--- config.mk ---
export PLATFORM = sky130hd
export DESIGN_NAME = pta_regs
export DESIGN_NICKNAME = d
export VERILOG_FILES = /design/src/hdl/pta_pkg.sv /design/src/hdl/pta_regs.sv
export SDC_FILE = /design/constraint.sdc
export NUM_CORES = 1
export LEC_CHECK = 0
export ABC_AREA = 0
export BUFFER_PORTS_ARGS = -buffer_cell sky130_fd_sc_hd__buf_2
export CORE_MARGIN = 1
export CORE_UTILIZATION = 46
export DETAILED_ROUTE_END_ITERATION = 12
export PLACE_DENSITY_LB_ADDON = 0.15
export SLEW_MARGIN = 10
export SYNTH_ARGS = -nofsm -noshare
export SYNTH_HDL_FRONTEND = slang
export SYNTH_SLANG_ARGS = --single-unit
--- constraint.sdc ---
create_clock -name clock -period 2.57 [get_ports clock]
set_clock_uncertainty 0.2 [all_clocks]
set_input_delay 0.3855 -clock clock [delete_from_list [all_inputs] [get_ports clock]]
set_output_delay 0.3855 -clock clock [all_outputs]
set_load 0.02 [all_outputs]
--- src/hdl/pta_pkg.sv ---
// pta_pkg: shared types and constants of the pixel tone adjust block
// register indexes, configuration struct, luma weights and pipeline depth
// no dependencies
`default_nettype none

package pta_pkg;

   localparam int CSR_ADDR_W = 4;
   localparam int CSR_DATA_W = 32;

   typedef enum logic [1:0] {
      REG_GAIN         = 2'd0,
      REG_PIVOT_OFFSET = 2'd1,
      REG_SATURATION   = 2'd2,
      REG_VIBRANCE     = 2'd3
   } reg_index_type;

   typedef struct packed {
      logic        [15:0] gain;
      logic signed [11:0] pivot_offset;
      logic        [13:0] saturation_factor;
      logic signed [13:0] vibrance_amount;
   } cfg_type;

   localparam cfg_type CFG_RESET = '{
      gain:              16'd4096,
      pivot_offset:      12'sd0,
      saturation_factor: 14'd4096,
      vibrance_amount:   14'sd0
   };

   // rec.709 luma weights, q0.16
   localparam logic signed [16:0] LUMA_W [3] = '{17'sd13933, 17'sd46871, 17'sd4732};

   // 255 * 16 in 1/16 units
   localparam logic signed [21:0] FULL_SCALE = 22'sd4080;

   // bias 2^21 * 255 keeps the dividend by 255 positive
   localparam logic signed [32:0] DIV_BIAS = 33'sd534773760;
   // ceil(2^38 / 255), exact for dividends below 2^30
   localparam logic [30:0] RECIP_255 = 31'd1077952577;
   // 2^21 - 4096: removes the bias and adds unity vibrance factor
   localparam logic [24:0] FAC_SHIFT = 25'd2093056;

   localparam int NSTAGE = 12;

endpackage

`default_nettype wire

--- src/hdl/pta_regs.sv ---
// pta_regs: apb-style register file for the tone settings
// depends on pta_pkg
`default_nettype none

module pta_regs
   import pta_pkg::*;
(
   input  wire logic                  clock,
   input  wire logic                  reset,
   input  wire logic                  psel,
   input  wire logic                  penable,
   input  wire logic                  pwrite,
   input  wire logic [CSR_ADDR_W-1:0] paddr,
   input  wire logic [CSR_DATA_W-1:0] pwdata,
   output logic      [CSR_DATA_W-1:0] prdata,
   output logic                       pready,
   output cfg_type                    cfg
);

   cfg_type       cfg_ff;
   cfg_type       cfg_in;
   reg_index_type reg_sel;
   logic          wr_xfer;

   assign reg_sel = reg_index_type'(paddr[3:2]);
   assign wr_xfer = psel && penable && pwrite && pready;
   assign pready  = 1'b1;
   assign cfg     = cfg_ff;

   always_comb begin
      cfg_in = cfg_ff;
      if (wr_xfer) begin
         case (reg_sel)
            REG_GAIN:         cfg_in.gain              = pwdata[15:0];
            REG_PIVOT_OFFSET: cfg_in.pivot_offset      = pwdata[11:0];
            REG_SATURATION:   cfg_in.saturation_factor = pwdata[13:0];
            REG_VIBRANCE:     cfg_in.vibrance_amount   = pwdata[13:0];
            default:          cfg_in = cfg_ff;
         endcase
      end
   end

   always_comb begin
      case (reg_sel)
         REG_GAIN:         prdata = {16'd0, cfg_ff.gain};
         REG_PIVOT_OFFSET: prdata = {20'd0, cfg_ff.pivot_offset};
         REG_SATURATION:   prdata = {18'd0, cfg_ff.saturation_factor};
         REG_VIBRANCE:     prdata = {18'd0, cfg_ff.vibrance_amount};
         default:          prdata = '0;
      endcase
   end

   always_ff @(posedge clock) begin
      if (reset) begin
         cfg_ff <= CFG_RESET;
      end else begin
         cfg_ff <= cfg_in;
      end
   end

endmodule

`default_nettype wire

; After elaboration in Yosys (flattened, before gate mapping)
; Index checks and enable logic that the tools add are counted.
[totals]
regBits = 56
wordCells = 15
[classes]
n_eq_ne = 3
n_mux = 1
reduce_logical = 7
[ops]
columns = cell, count
row1 = one-hot mux 32 bit (4 select lines), 1
row2 = AND reduction 2 bit, 4
row3 = == test 2 bit (second input constant), 2
row4 = == test 2 x 1 -> 1 bit (second input constant), 1
row5 = logical AND 1 bit, 2
row6 = logical NOT 2 bit, 1

; Longest topological paths before layout
[logic_depth]
word_depth = 3
depth_mapped = 5

; Worst setup path after synthesis
; OpenSTA, ideal clock, no wires.
[synth_timing]
path_kind = input-to-output
start = input paddr[2]
end = output prdata[12]
arrival_ns = 1.182
required_ns = 1.984
slack_ns = 0.802
path_stages = 3
cell_sequence = buf_4 -> mux2_2 -> a22o_1
[synth_via]
elab_chain_cells = 2
elab_cells_between_ends = 5
cone_classes = 3 x eq/ne / 1 x mux / 1 x reduce/logical
[synth_rtl]
columns = element, line
row1 = start: declaration, pta_regs.sv:13  ; input wire logic [CSR_ADDR_W-1:0] paddr,
row2 = "== test 2 bit, or another cell as far along", pta_regs.sv:44  ; case (reg_sel)
row3 = one-hot mux 32 bit (4 select lines) *, pta_regs.sv:44
row4 = end: declaration, pta_regs.sv:15  ; output logic [CSR_DATA_W-1:0] prdata,
; Every way passes the cells marked *; elsewhere a longest branch is shown, timed or not. The select of a mux whose other input is x is not followed.

; Worst setup path in the final report
[layout_timing]
start = input paddr[2]
end = output prdata[13]
; Same word-level chain as after synthesis.

==> results.md <==
Clocking:
- Post-CTS repair changed the size of 0 cells.
- The clock buffer count from CTS is 5.
- The buffer cell driving the clock tree root is clkbuf_8.
- The clock transition at the registers of the reported paths is around 0.09 ns.
- The clock network latency to the later pin of the worst-skew pair is 0.30 ns.
- The number of sinks handled by clock tree synthesis is 56.
- The post-CTS setup-driven buffer insertion count is 0.
- Counting along the longest clock path gives a buffer depth of 2.
- The TritonCTS clock tree is done.
- The level count of the clock H-tree is 2.
- The hold buffer count at cts is 0.

Layout:
- In the layout the commonest cells are buf_2, nand2b_1, dfxtp_1, mux2i_1, conb_1.
- Relative to the synthesized area, the layout overhead comes to 19.8%.
- The number of filler instances in the final layout is roughly 520.
- The share of final-layout standard cells stronger than drive strength 1 is 0.376.
- For this run, the post-layout net count is between 300 and 400.
- The number of antenna diodes is 0.
- The register with the most flip-flops in the layout has 56 of them.
- The finished cells cover approximately 0.0033 mm².
- The utilization after layout is 0.586.
- The leading cell type in the layout, fill and taps excluded is buf_2.
- The count of placed standard cells in the final layout, fillers left out is about 410.

Die:
- The total die area is 0.00636 mm².
- Pin placement for this block handled 130 I/O pins.
- The die is 79.7 µm tall.
- The region available for standard cell placement spans about 0.0057 mm².
- The starting density of the core is 0.490.
- The row count is 27.
- The floorplan step set the die width to roughly 80 µm.

Route:
- The average wire per cell in the routed design is 14.4 µm.
- The via count is slightly above 2000.
- The first detailed-routing pass ran for 4 iterations.
- The violation count after the first detailed-route iteration is 51.
- The routed design has between 5000 and 6000 µm of wire.
- The count of nets left with antenna violations once routing finished came out at 0.
- The residual DRC count is 0.
- In the routed layout, each cell is associated on average with a via count of just under 5.

Timing:
- The worst slew margin relative to its limit is 0.627.
- The slew at the pin with the worst max-slew slack is 0.559 ns.
- The routed design could run at a clock period as short as approximately 2.2 ns.
- The part of the cycle the worst path needs is 0.845.
- The number of slew-limit violations in the final report is 0.
- The worst slack on hold paths is about 0.14 ns.
- The setup total negative slack is 0 ns.
- The final count of negative-setup-slack endpoints is 0.
- Static timing analysis puts the maximum clock frequency at around 0.46 GHz.
- The final-report hold violation count is 0.
- Setup repair after global routing left no endpoint under its margin.

Power and ir drop:
- The worst IR drop on VDD is 0.280 mV.
- Dividing total power by cell area gives a power density of ~470 mW/mm².
- In this run the static leakage power is about 1.8 nW.

Run:
- The count of max-cap constraint violations is 0.

GRT:
- The via count of the first global-routing pass is roughly 1800.
- The all-layer global routing usage is 0.193.
- The wire length of the first global-routing pass is about 9300 µm.
- The pin count of the biggest net entering global routing is 43.
- The number of antenna violations at the first check in global routing is 0.
- The remaining global-route overflow is 0.

Hold path:
- The worst hold path class is input port to flop.

Setup path:
- In this run the worst setup path terminates at prdata[13].
- The critical path launch point is paddr[2].
- The length in cells of the worst reg-to-reg path is 2.
- The critical path endpoint category is an output pin.
- STA classifies the critical path startpoint as an input port.
- The launching point of the worst reg2reg path is cfg[24].
- The worst path arrival time is approximately 1.6 ns.
- At the worst endpoint, the required time is between 1.5 and 2 ns.
- The type of the setup path with the least slack is input port to output pin.
- Across all register-to-register paths, the minimum setup slack is between 1.5 and 2 ns.
- Along the worst path, the maximum fanout reaches 18.
- The endpoint of the worst-slack reg-to-reg timing path is cfg[24].

Placed design:
- The HPWL reported at the end of detailed placement is between 4000 and 5000 µm.
- Including well taps, the total number of placed cells is approximately 400.
- The quantity of I/O buffers inserted on ports is between 90 and 100.
- The final RePlAce weighted congestion is 0.703.
- Once placement finished, the instance area stood at roughly 0.0032 mm².

Synth:
- The netlist uses 24 different library cells.
- Of the synthesized area, sequential elements account for 0.403.
- For this run, the number of Yosys warnings is 0.
- Counting every instance in the synthesized netlist gives ~250.
- In this run, synthesis produced a sequential element count of 56.
- The cell area that synthesis handed to floorplanning was 0.00278 mm².
- In this run the mean area of a mapped cell was roughly 11 µm².

Status:
- The flow ran to the end, and the final reports show no timing, DRC or antenna violations.
[cell type report]
type / count / area [µm²] / area share
multi-input combinational: 173 / 1500 / 0.450
tap: 72 / 90.1 / 0.0271
sequential: 56 / 1120 / 0.337
clock buffer: 7 / 86.3 / 0.0259
timing repair buffer: 98 / 526 / 0.158
clock inverter: 1 / 7.51 / 0.00226
[cells by family after synthesis]
logic type,share of synthesized area
buf+inv,0.0797
flops,0.403
mux,0.300
simple gates,0.199
other cells,0.00270
compound gates,0.0153
[per-stage QoR]
| step | setup WS [ns] | power (mW) |
|---|---|---|
| floorplan | 0.802 | 1.06 |
| global placement | 0.366 | 1.10 |
| detailed placement | 0.371 | 1.10 |
| CTS | 0.371 | 1.59 |
| global route | 0.317 | 1.64 |
| finish | 0.397 | 1.57 |
[synth_stat cells]
library cell  instances  area [µm²]
a21oi_1               2        10.0
a22o_1                2        17.5
and2_1                2        12.5
and3_1                1        6.26
buf_2                 3        15.0
buf_4                19         143
buf_6                 3        33.8
clkbuf_1              8        30.0
conb_1                2        7.51
dfxtp_1              56        1120
mux2_2                2        22.5
mux2i_1              54         541
mux4_2               12         270
nand2_4               1        11.3
nand2b_1             66         413
nand3_1               3        15.0
nand3_4               1        17.5
nand3b_2              1        11.3
nand3b_4              1        20.0
nor2_1                3        11.3
nor2_4                1        11.3
nor3_4                1        16.3
nor3b_1               1        7.51
o31ai_1               2        15.0
[worst max-delay path: stages]
cell and delay, ns:
buf_2 0.45, mux2_2 0.41, a22o_1 0.18, buf_2 0.15
[worst min-delay path by stage]
stage                          start  slack (ns)      end  cells after the start
after detailed placement     cfg[34]        0.28  cfg[34]                      2
after CTS                 pwdata[15]        0.13  cfg[55]                      3
after floorplan           pwdata[14]        0.33  cfg[54]                      2
after global routing      pwdata[14]        0.14  cfg[54]                      3
final                     pwdata[15]        0.14  cfg[55]                      3
after global placement       cfg[54]        0.27  cfg[54]                      2
[routing by layer]
metal,up-vias,wire length (µm),track usage,share of wire
li1,994,-,-,-
met1,955,2730,0.259,0.46
met2,65,2800,0.310,0.48
met3,5,288,0.0434,0.049
met4,0,56,0.0545,0.0095
met5,-,0,0,0
[power by group]
group          internal [mW]  switching (mW)  total, mW
logic                 0.0753           0.114      0.190
registers              0.878         0.00803      0.886
clock network          0.220           0.271      0.491
Power figures use the tool's default switching activity.
